File: config.mk
export PLATFORM = sky130hd
export DESIGN_NAME = key_matrix_debouncer
export DESIGN_NICKNAME = d
export VERILOG_FILES = /design/src/hdl/kmdeb_pkg.sv /design/src/hdl/key_matrix_debouncer.sv
export SDC_FILE = /design/constraint.sdc
export NUM_CORES = 1
export LEC_CHECK = 0
export BUFFER_PORTS_ARGS = -buffer_cell sky130_fd_sc_hd__buf_2
export CAP_MARGIN = 20
export CORE_ASPECT_RATIO = 0.6
export CORE_MARGIN = 2
export CORE_UTILIZATION = 57
export CTS_BUF_LIST = sky130_fd_sc_hd__clkbuf_8
export DETAILED_ROUTE_END_ITERATION = 6
export GPL_ROUTABILITY_DRIVEN = 0
export PLACE_DENSITY = 0.75
export SETUP_SLACK_MARGIN = 0.1
export SLEW_MARGIN = 20
export SYNTH_ARGS = -nofsm -noshare
export SYNTH_HDL_FRONTEND = slang
export SYNTH_SLANG_ARGS = --single-unit
File: constraint.sdc
create_clock -name clock -period 5 [get_ports clock]
set_clock_uncertainty 0.15 [all_clocks]
set_input_delay 1 -clock clock [delete_from_list [all_inputs] [get_ports clock]]
set_output_delay 1 -clock clock [all_outputs]
set_load 0.1 [all_outputs]
File: src/hdl/kmdeb_pkg.sv
// Shared constants and types for the key matrix debouncer.
`timescale 1ns / 1ps
`default_nettype none

package kmdeb_pkg;

   // Matrix geometry
   localparam int ROWS = 8;
   localparam int COLS = 16;

   // Field widths
   localparam int ROW_W   = 3;
   localparam int PINS_W  = 16;
   localparam int COUNT_W = 8;

   // Quiet counter and debounce_count value after reset
   localparam logic [COUNT_W-1:0] DEBOUNCE_RESET = COUNT_W'(5);

   // Columns beyond COLS read as off
   localparam logic [PINS_W-1:0] COL_MASK = PINS_W'((64'h1 << COLS) - 64'h1);

   typedef logic [ROW_W-1:0]   row_idx_type;
   typedef logic [PINS_W-1:0]  row_bits_type;
   typedef logic [COUNT_W-1:0] count_type;

endpackage : kmdeb_pkg

`default_nettype wire

File: src/hdl/key_matrix_debouncer.sv
// Key matrix debouncer top level: shadow/stable matrices and global quiet counter.
// A result is registered and appears in the cycle after its request is accepted.
// One request per cycle while no stalled result is held; compare, reload and matrix commit are combinational.
// The result register holds a stalled result; req_ready = !rsp_valid || rsp_ready.
// Reset (synchronous, active high): shadow and stable rows clear to zero,
// debounce_count and the quiet counter load 5, no result is pending.
`timescale 1ns / 1ps
`default_nettype none

module key_matrix_debouncer (
   input  wire                    clock,
   input  wire                    reset,
   // Configuration write
   input  wire                    csr_valid,
   output logic                   csr_ready,
   input  kmdeb_pkg::count_type   csr_debounce_count,
   // Row sample requests
   input  wire                    req_valid,
   output logic                   req_ready,
   input  kmdeb_pkg::row_idx_type req_row_index,
   input  kmdeb_pkg::row_bits_type req_column_pins,
   input  wire                    req_end_of_scan,
   // Results
   output logic                   rsp_valid,
   input  wire                    rsp_ready,
   output kmdeb_pkg::row_bits_type rsp_stable_row,
   output logic                   rsp_bounce_seen,
   output logic                   rsp_settled,
   output logic                   rsp_debounce_busy
);
   import kmdeb_pkg::*;

   row_bits_type shadow_ff [ROWS];
   row_bits_type shadow_in [ROWS];
   row_bits_type stable_ff [ROWS];
   row_bits_type stable_in [ROWS];
   count_type    count_cfg_ff, count_cfg_in;
   count_type    quiet_ff, quiet_in;

   logic         rsp_valid_ff, rsp_valid_in;
   row_bits_type stable_row_ff, stable_row_in;
   logic         bounce_ff, bounce_in;
   logic         settled_ff, settled_in;
   logic         busy_ff, busy_in;

   logic         accept;
   logic         row_ok;
   row_bits_type cols;
   logic         changed;
   count_type    reload;
   count_type    quiet_mid;
   logic         dec;

   assign csr_ready = 1'b1;
   assign req_ready = !rsp_valid_ff || rsp_ready;
   assign accept    = req_valid && req_ready;

   // Compare, reload, end-of-scan count and commit
   always_comb begin
      row_ok  = 32'(req_row_index) < ROWS;
      cols    = (~req_column_pins) & COL_MASK;
      changed = row_ok && (shadow_ff[req_row_index] != cols);
      reload  = (count_cfg_ff != '0) ? count_cfg_ff : count_type'(1);

      quiet_mid = changed ? reload : quiet_ff;
      dec       = req_end_of_scan && (quiet_mid != '0);
      quiet_in  = dec ? quiet_mid - count_type'(1) : quiet_mid;

      bounce_in  = changed && (quiet_ff != '0);
      settled_in = dec && (quiet_mid == count_type'(1));
      busy_in    = quiet_in != '0;

      for (int r = 0; r < ROWS; r++) begin
         shadow_in[r] = shadow_ff[r];
      end
      if (changed) begin
         shadow_in[req_row_index] = cols;
      end
      for (int r = 0; r < ROWS; r++) begin
         stable_in[r] = settled_in ? shadow_in[r] : stable_ff[r];
      end

      // On commit the sampled row's stable value is the new sample
      if (!row_ok) begin
         stable_row_in = '0;
      end else if (settled_in) begin
         stable_row_in = cols;
      end else begin
         stable_row_in = stable_ff[req_row_index];
      end

      count_cfg_in = (csr_valid && csr_ready) ? csr_debounce_count : count_cfg_ff;
      rsp_valid_in = accept || (rsp_valid_ff && !rsp_ready);
   end

   // Control state and matrices
   always_ff @(posedge clock) begin
      if (reset) begin
         rsp_valid_ff <= 1'b0;
         count_cfg_ff <= DEBOUNCE_RESET;
         quiet_ff     <= DEBOUNCE_RESET;
         for (int r = 0; r < ROWS; r++) begin
            shadow_ff[r] <= '0;
            stable_ff[r] <= '0;
         end
      end else begin
         rsp_valid_ff <= rsp_valid_in;
         count_cfg_ff <= count_cfg_in;
         if (accept) begin
            quiet_ff  <= quiet_in;
            shadow_ff <= shadow_in;
            stable_ff <= stable_in;
         end
      end
   end

   // Result register, loaded per accepted request
   always_ff @(posedge clock) begin
      if (accept) begin
         stable_row_ff <= stable_row_in;
         bounce_ff     <= bounce_in;
         settled_ff    <= settled_in;
         busy_ff       <= busy_in;
      end
   end

   assign rsp_valid         = rsp_valid_ff;
   assign rsp_stable_row    = stable_row_ff;
   assign rsp_bounce_seen   = bounce_ff;
   assign rsp_settled       = settled_ff;
   assign rsp_debounce_busy = busy_ff;

endmodule : key_matrix_debouncer

`default_nettype wire

==> results.json, run 1 <==
{
  "syn-num-nets": 1362,
  "rsz0062_at_grt": "no",
  "period_minus_slack_ns": 4.468,
  "root_buffer": "clkbuf_8",
  "p_leak_nw": 7.530,
  "drive_above_1_share_pct": 20.40,
  "crit_fanout": 26,
  "grt_max_degree": 75,
  "synthArstFlopShare_pct": 0,
  "firstDrtPassIters": 7,
  "grt_first_pass_wirelength_mm": 64.31,
  "antenna_found_initial": 0,
  "synth.distinct_cells": 61,
  "synthCells": 1328,
  "fin_nets": 1419,
  "route.detailed.drc": 0,
  "crit_family": "simple AND/OR/NAND/NOR gates",
  "timing.fmax_mhz": 223.8,
  "track_usage_pct": 31.26,
  "clk_path_buf_depth": 3,
  "routed_wl_mm": 41.48,
  "cts_tree": "built",
  "synth_area_um2": 14400,
  "power_density_nw_per_um2": 304.5,
  "place_area_um2": 15320,
  "worstPathRequired_ns": 5.16,
  "crit_arrival_ns": 4.62,
  "clk_pin_slew_ns": 0.07,
  "place.port_buffers": 53,
  "cpMostUsedCell": "buf_4",
  "fin_crit_sh_pct": 89.35,
  "holdBufCountCts": 0,
  "dpl.hpwl_mm": 27.74,
  "yosys_register_bits": 292,
  "num_vias": 11104,
  "numCtsBuffers": 44,
  "worstMarginPinSlew_ns": 0.9505,
  "start_kind": "input port",
  "setup_viol": 0,
  "timing.slew.headroom_pct": 36.40,
  "clock_latency_ns": 0.58,
  "n_antenna_cell": 0,
  "grt_overflow": 0,
  "die_w_um": 209.2,
  "coreArea_um2": 25060,
  "ant_nets": 0,
  "final_cell_mix": "mux2i_1 (316), dfxtp_1 (273), nor2_1 (159)",
  "path_buf_inv": 3,
  "syn_to_final_growth_pct": 11.96,
  "run_status": "completed",
  "cap_violations": 0,
  "synth.avg_cell_area_um2": 10.85,
  "synth_flop_cell": "dfxtp_1",
  "rows": 45,
  "grt_pass1_vias": 10681,
  "critPathKind": "input port to flop",
  "fin_util_pct": 64.36,
  "clock_sinks": 292,
  "cp_slowest_cell": "mux4_2",
  "post_cts_resize_count": 0,
  "die_h_um": 127.1,
  "hold_path.class": "flop to flop",
  "hold_viol_final": 0,
  "synth-seq-area-share_pct": 41.91,
  "path_cells": "buf_4, buf_4, mux4_2, mux2i_1, xnor2_1, nor4_4, nand4_4, buf_4, nand2_1, o21ai_0, ha_1, nand2b_1, or3_1, nor3_1, xor2_1, nor3_1, o22ai_1",
  "h-tree-depth": 2,
  "yosys_warnings": 0,
  "initial_utilization_pct": 57.48,
  "ios": 55,
  "vdd_drop_max_v": 0.0002618,
  "synth_edf_count": 19,
  "critPathCaptureType": "flop",
  "final_cell_area_um2": 16130,
  "vias_per_cell": 6.378,
  "setup_tns_ns": 0,
  "dieArea_um2": 26600,
  "wire_per_inst_um": 23.83,
  "postCtsSetupRepairBufs": 0,
  "cpPeakStageDelay_ns": 0.51,
  "slew_viol_final": 0,
  "layout_commonest_cell": "mux2i_1",
  "drtIter0Drc": 1244
}
state kept, by name, indices dropped and copies added, names as in the netlist:
| name | flops |
|---|---|
| shadow_ff | 128 |
| stable_ff | 128 |
| rsp_stable_row | 16 |
| count_cfg_ff | 8 |
| quiet_ff | 8 |
| rsp_bounce_seen | 1 |
| rsp_debounce_busy | 1 |
| rsp_settled | 1 |
| rsp_valid | 1 |
final timing paths:
path / start / to / slack, ns / cells after the start
worst max-delay path: req_row_index[2] / rsp_debounce_busy / 0.53 / 17
worst min-delay path: stable_ff[96] / stable_ff[96] / 0.31 / 1
worst max register to register: shadow_ff[2] / rsp_debounce_busy / 0.95 / 13
worst min register to register: stable_ff[96] / stable_ff[96] / 0.31 / 1
layer usage:
layer  track usage [%]  routed length [um]
met3             6.957                4263
met2             43.45               16600
met1             47.64               19500
met5            0.9074                   0
met4             9.874                1123
synth_stat cells (all sizes together) (19+ instances only):
master	instances	area [um^2]
clkbuf	55	221.5
o2bb2ai	128	1371
dfxtp	273	5465
xnor2	19	166.4
nand2	22	82.58
edfxtp	19	570.6
mux4	30	675.7
buf	73	486.7
mux2i	317	3186
a22oi	26	195.2
nor3	19	95.09
nor2	160	603.1
a21oi	39	195.2
power breakdown:
| part | internal, W | switching [W] | leakage, nW |
|---|---|---|---|
| Combinational | 0.000207 | 0.000399 | 4.66 |
| Sequential | 0.00239 | 0.0000359 | 2.39 |
| Clock | 0.000949 | 0.000927 | 0.477 |
| Total | 0.00355 | 0.00136 | 7.53 |
cell families (layout without fill, tap and decap cells):
kind of cell / after synthesis / in the layout / share of synthesized area (%)
fa+ha+maj: 1 / 1 / 0.08686
mux: 355 / 355 / 27.43
buf+inv: 149 / 233 / 5.464
simple gates: 260 / 260 / 8.670
xor+xnor: 24 / 24 / 1.459
flops: 292 / 292 / 41.91
other cells: 1 / 1 / 0.02604
compound gates: 246 / 246 / 14.95
stage by stage:
| stage | power (W) | instances | setup WS (ns) | hold slack [ns] |
|---|---|---|---|---|
| floorplan | 0.002890 | 1328 | 0.1611 | 0.2769 |
| global placement | 0.003062 | 1668 | 0.1885 | 0.2902 |
| detailed placement | 0.003071 | 1668 | 0.03708 | 0.2931 |
| CTS | 0.004913 | 1741 | 0.6324 | 0.3095 |
| global route | 0.005079 | 1741 | 0.3451 | 0.3274 |
| finish | 0.004911 | 1741 | 0.5324 | 0.3085 |
layout make-up:
cell class / instances / area [um^2]
Timing Repair Buffer: 139 / 1194
Clock buffer: 53 / 729.5
Tap cell: 329 / 411.6
Clock inverter: 20 / 77.57
Inverter: 21 / 78.83
Multi-Input combinational cell: 887 / 7599
Fill cell: 1975 / 8930
Sequential cell: 292 / 6036
Note: power is estimated with default switching activity, not from simulation.
==> run 2: changes to the inputs <==
--- a/config.mk
+++ b/config.mk
@@ -8,12 +8,11 @@
 export BUFFER_PORTS_ARGS = -buffer_cell sky130_fd_sc_hd__buf_2
 export CAP_MARGIN = 20
 export CORE_ASPECT_RATIO = 0.6
-export CORE_MARGIN = 2
-export CORE_UTILIZATION = 57
+export CORE_UTILIZATION = 35
 export CTS_BUF_LIST = sky130_fd_sc_hd__clkbuf_8
 export DETAILED_ROUTE_END_ITERATION = 6
 export GPL_ROUTABILITY_DRIVEN = 0
-export PLACE_DENSITY = 0.75
+export PLACE_DENSITY = 0.5
 export SETUP_SLACK_MARGIN = 0.1
 export SLEW_MARGIN = 20
 export SYNTH_ARGS = -nofsm -noshare
==> run 2 against run 1 <==
Worst setup slack better by 0.15 ns. Wire length rose by 10%. Flip-flop and latch count unchanged. Sequential power barely moved.
==> results.json, run 2 (same netlist as run 1, synthesis figures left out) <==
{
  "run_status": "completed",
  "ant_nets": 0,
  "antenna_found_initial": 1,
  "ios": 55,
  "worstPathRequired_ns": 5.21,
  "route.detailed.drc": 0,
  "hold_viol_final": 0,
  "dpl.hpwl_mm": 29.28,
  "clk_path_buf_depth": 3,
  "final_cell_mix": "mux2i_1 (316), dfxtp_1 (273), nor2_1 (159)",
  "syn_to_final_growth_pct": 13.47,
  "clock_latency_ns": 0.61,
  "whs_ns": 0.3140,
  "root_buffer": "clkbuf_8",
  "cp_slowest_cell": "mux4_2",
  "holdBufCountCts": 0,
  "fin_nets": 1419,
  "postCtsSetupRepairBufs": 0,
  "h-tree-depth": 2,
  "clock_sinks": 292,
  "rsz0062_at_grt": "no",
  "crit_arrival_ns": 4.52,
  "vias_per_cell": 5.500,
  "setup_viol": 0,
  "coreArea_um2": 40510,
  "period_minus_slack_ns": 4.313,
  "dieArea_um2": 41990,
  "path_cells": "buf_4, buf_12, mux4_2, mux2i_1, xnor2_1, nor4_4, nand4_4, buf_4, nand2_1, o21ai_0, ha_1, nand2b_1, or3_1, nor3_1, xor2_1, nor3_1, o22ai_1",
  "place.port_buffers": 53,
  "power_density_nw_per_um2": 311.7,
  "grt_pass1_vias": 10308,
  "worstMarginPinSlew_ns": 1.052,
  "num_vias": 10736,
  "critPathKind": "input port to flop",
  "numCtsBuffers": 47,
  "final_cells": 1952,
  "cts_tree": "built",
  "timing.slew.headroom_pct": 29.88,
  "cpPeakStageDelay_ns": 0.50,
  "grt_first_pass_wirelength_mm": 69.14,
  "post_cts_resize_count": 0,
  "start_kind": "input port",
  "vdd_drop_max_v": 0.0001764,
  "setup_tns_ns": 0,
  "critPathCaptureType": "flop",
  "dp_cells": 1867,
  "drtIter0Drc": 968,
  "layout_commonest_cell": "mux2i_1",
  "n_antenna_cell": 0,
  "track_usage_pct": 21.70,
  "drive_above_1_share_pct": 20.62,
  "hold_path.class": "flop to flop",
  "timing.fmax_mhz": 231.8,
  "firstDrtPassIters": 7,
  "die_w_um": 263.9,
  "grt_overflow": 0,
  "path_buf_inv": 3,
  "cap_violations": 0,
  "slew_viol_final": 0,
  "grt_max_degree": 129,
  "p_leak_nw": 7.539,
  "initial_utilization_pct": 35.55,
  "routed_wl_mm": 45.76,
  "crit_family": "simple AND/OR/NAND/NOR gates",
  "die_h_um": 159.1,
  "clk_pin_slew_ns": 0.07,
  "crit_fanout": 26,
  "wire_per_inst_um": 23.44,
  "rows": 57,
  "fin_crit_sh_pct": 86.27
}
==> run 2: cell types whose count changed in the layout (fill, tap and decap cells not counted), sizes merged <==
cell      before  now
clkinvlp       0    1
clkinv        21   17
buf          139  136
inv           20   29
clkbuf        53   59
==> run 2: through the flow <==
stage	power (W)	utilization (%)	setup slack, ns	instance area [um^2]
floorplan	0.002890	-	0.1611	14400
global placement	0.003082	38.07	0.06727	15420
detailed placement	0.003085	38.07	0.08378	15420
CTS	0.005155	40.34	0.7476	16340
global route	0.005301	40.34	0.3495	16340
finish	0.005095	40.34	0.6866	16340
==> run 2: where the power goes <==
part / internal [W] / switching [W]
logic: 0.000198 / 0.000412
registers: 0.00239 / 0.0000346
clock network: 0.00106 / 0.000999
==> run 2: path summary, 6_finish.rpt <==
kind | startpoint | to | slack (ns) | depth (start not counted)
worst max register to register | shadow_ff[2] | rsp_debounce_busy | 1.12 | 15
worst max-delay path | req_row_index[2] | rsp_debounce_busy | 0.69 | 17
worst min register to register | stable_ff[50] | stable_ff[50] | 0.31 | 1
worst min-delay path | stable_ff[50] | stable_ff[50] | 0.31 | 1
==> run 2: area by class of cell <==
cell class | instances | area (um^2)
fill | 3963 | 24170
multi-input combinational | 887 | 7599
sequential | 292 | 6036
timing repair buffer | 136 | 1046
clock buffer | 59 | 812.0
tap | 531 | 664.4
clock inverter | 26 | 107.6
inverter | 21 | 78.83
==> run 2: routing by layer <==
metal  share of wire [%]  GRT usage [%]  wire length, um
met1                  54          34.89            24530
met2                  40          28.88            18190
met3                 5.7          4.763             2613
met4                0.91          4.043              417
met5                   0              0                0
==> run 2: worst register-to-register path, stage by stage (launching register included) <==
cell and delay (ns):
dfxtp_1 0.34, mux4_2 0.49, mux2i_1 0.18, xnor2_1 0.36, nor4_4 0.15, nand4_4 0.17, buf_4 0.32, nand2_1 0.08
o21ai_0 0.09, ha_1 0.22, nand2b_1 0.11, or3_1 0.35, nor3_1 0.25, xor2_1 0.10, nor3_1 0.20, o22ai_1 0.10
==> run 3: changes to the inputs <==
--- a/config.mk
+++ b/config.mk
@@ -12,7 +12,7 @@
 export CTS_BUF_LIST = sky130_fd_sc_hd__clkbuf_8
 export DETAILED_ROUTE_END_ITERATION = 6
 export GPL_ROUTABILITY_DRIVEN = 0
-export PLACE_DENSITY = 0.5
+export PLACE_DENSITY = 0.48
 export SETUP_SLACK_MARGIN = 0.1
 export SLEW_MARGIN = 20
 export SYNTH_ARGS = -nofsm -noshare
==> constraint.sdc (replaced) <==
create_clock -name clock -period 5.3 [get_ports clock]
set_clock_uncertainty 0.15 [all_clocks]
set_input_delay 1.06 -clock clock [delete_from_list [all_inputs] [get_ports clock]]
set_output_delay 1.06 -clock clock [all_outputs]
set_load 0.1 [all_outputs]
==> run 3 against run 2 <==
Clock power fell by 9%. Worst setup slack improved by 0.044 ns. Die area did not move. Critical path type unchanged. Final area fell by 0.46%. Global-route usage rose by 0.18 points. Worst hold slack got worse by 0.0068 ns. Total power fell by 7.2%. Flip-flop and latch count did not move. Via count fell by 0.92%.
==> results.json, run 3 (same netlist as run 1, synthesis figures left out) <==
{
  "h-tree-depth": 2,
  "cpPeakStageDelay_ns": 0.53,
  "cts_tree": "built",
  "die_h_um": 159.1,
  "drtIter0Drc": 906,
  "coreArea_um2": 40510,
  "r2r_setup_slack_ns": 1.36,
  "setup_tns_ns": 0,
  "critPathCaptureType": "flop",
  "rsz0062_at_grt": "no",
  "grt_overflow": 0,
  "timing.final.ws_setup_ns": 0.7305,
  "dp_slack_ns": 0.2273,
  "ios": 55,
  "final_cell_mix": "mux2i_1 (316), dfxtp_1 (273), nor2_1 (159)",
  "root_buffer": "clkbuf_8",
  "firstDrtPassIters": 5,
  "multiInputGateArea_um2": 7599,
  "postCtsSetupRepairBufs": 0,
  "syn_to_final_growth_pct": 12.95,
  "post_cts_resize_count": 0,
  "seqCellArea_um2": 6036,
  "worstMarginPinSlew_ns": 1.148,
  "dpl.hpwl_mm": 29.75,
  "clk_path_buf_depth": 3,
  "track_usage_pct": 21.88,
  "worstPathRequired_ns": 5.46,
  "whs_path_depth": 1,
  "grt_max_degree": 129,
  "layout_commonest_cell": "mux2i_1",
  "slew_viol_final": 0,
  "worstHoldStart": "stable_ff[32]",
  "crit-reg2reg-launch": "shadow_ff[2]",
  "worstRegToRegCells": 13,
  "n_antenna_cell": 0,
  "grt_first_pass_wirelength_mm": 69.85,
  "antenna_found_initial": 0,
  "vias_per_cell": 5.477,
  "period_minus_slack_ns": 4.569,
  "nFillCells": 4023,
  "clk_pin_slew_ns": 0.06,
  "dieArea_um2": 41990,
  "run_status": "completed",
  "critPathKind": "input port to flop",
  "p_leak_nw": 7.502,
  "initial_utilization_pct": 35.55,
  "wire_per_inst_um": 23.63,
  "path_cells": "buf_4, buf_4, mux4_2, mux2i_1, xnor2_1, nor4_4, nand4_4, mux2i_1, ha_1, nand2b_1, or3_1, nor3_1, xor2_1, nor3_1, o22ai_1",
  "vdd_drop_max_v": 0.0001522,
  "start_kind": "input port",
  "hold_viol_final": 0,
  "numCtsBuffers": 47,
  "place.port_buffers": 53,
  "cap_violations": 0,
  "crit_arrival_ns": 4.73,
  "clock_latency_ns": 0.57,
  "ant_nets": 0,
  "clock_sinks": 292,
  "holdBufCountCts": 0,
  "crit_fanout": 11,
  "setup_viol": 0,
  "power_density_nw_per_um2": 290.8,
  "grt_pass1_vias": 10454,
  "r2r_end": "rsp_debounce_busy",
  "fin_nets": 1412,
  "hold_path.class": "flop to flop",
  "worstHoldEndpoint": "stable_ff[32]",
  "cp_slowest_cell": "mux4_2",
  "rows": 57,
  "route.detailed.drc": 0,
  "routed_wl_mm": 45.88,
  "timing.fmax_mhz": 218.8,
  "num_vias": 10637,
  "fin_crit_sh_pct": 86.22,
  "timing.slew.headroom_pct": 23.31,
  "die_w_um": 263.9,
  "drive_above_1_share_pct": 20.06
}
run 3: changes by cell type in the layout (fill, tap and decap cells not counted):
| cell | previous run | this run |
|---|---|---|
| inv_6 | 1 | 0 |
| clkinv_2 | 1 | 3 |
| buf_12 | 12 | 14 |
| clkbuf_8 | 59 | 56 |
| buf_4 | 74 | 65 |
| clkinvlp_4 | 1 | 0 |
run 3: per-layer routing:
layer	share of wire [%]	wire [um]	global-route usage, %	vias to the layer above
met5	0	0	0	-
met1	55	25170	35.80	5288
met3	5.0	2293	3.433	56
met2	39	17710	29.14	282
li1	-	-	-	5011
met4	1.5	702	4.598	0
run 3: area by class of cell:
cell class	instances	share of cell area (%)
clock buffer	56	4.738
clock inverter	26	0.6230
inverter	21	0.4845
multi-input combinational	887	46.71
sequential	292	37.10
tap	531	4.084
timing repair buffer	129	6.261
run 3: metrics by stage:
stage | instance area [um^2] | hold WS, ns | instances | util [%] | power, W
finish | 16270 | 0.3072 | 1942 | 40.16 | 0.004730
global route | 16270 | 0.3241 | 1942 | 40.16 | 0.004935
CTS | 16270 | 0.3119 | 1942 | 40.16 | 0.004781
detailed placement | 15400 | 0.2916 | 1860 | 38.01 | 0.002908
global placement | 15400 | 0.2909 | 1860 | 38.01 | 0.002908
floorplan | 14400 | 0.2769 | 1328 | - | 0.002726
run 3: worst max-delay path: cells and delay by family:
kind            cells  cell delay [ns]
compound gates      1             0.11
xor+xnor            2             0.23
fa+ha+maj           1             0.22
buf+inv             2             0.52
mux                 3             0.99
simple gates        6             1.57
run 3: power breakdown:
| group | total, W | internal [W] | leakage (nW) | switching, W |
|---|---|---|---|---|
| Combinational | 0.000572 | 0.000186 | 4.57 | 0.000386 |
| Sequential | 0.00229 | 0.00226 | 2.39 | 0.0000336 |
| Clock | 0.00187 | 0.000949 | 0.537 | 0.000917 |
run 3: worst max-delay path by stage:
stage	startpoint	to	slack [ns]	depth (start not counted)
6_report	req_row_index[2]	rsp_debounce_busy	0.73	15
5_1_grt	req_row_index[2]	rsp_debounce_busy	0.58	16
4_1_cts	req_row_index[2]	rsp_debounce_busy	0.87	15
3_5_place_dp	req_row_index[2]	rsp_debounce_busy	0.23	15
3_3_place_gp	req_row_index[0]	rsp_debounce_busy	0.26	19
2_1_floorplan	req_row_index[0]	rsp_debounce_busy	0.40	18
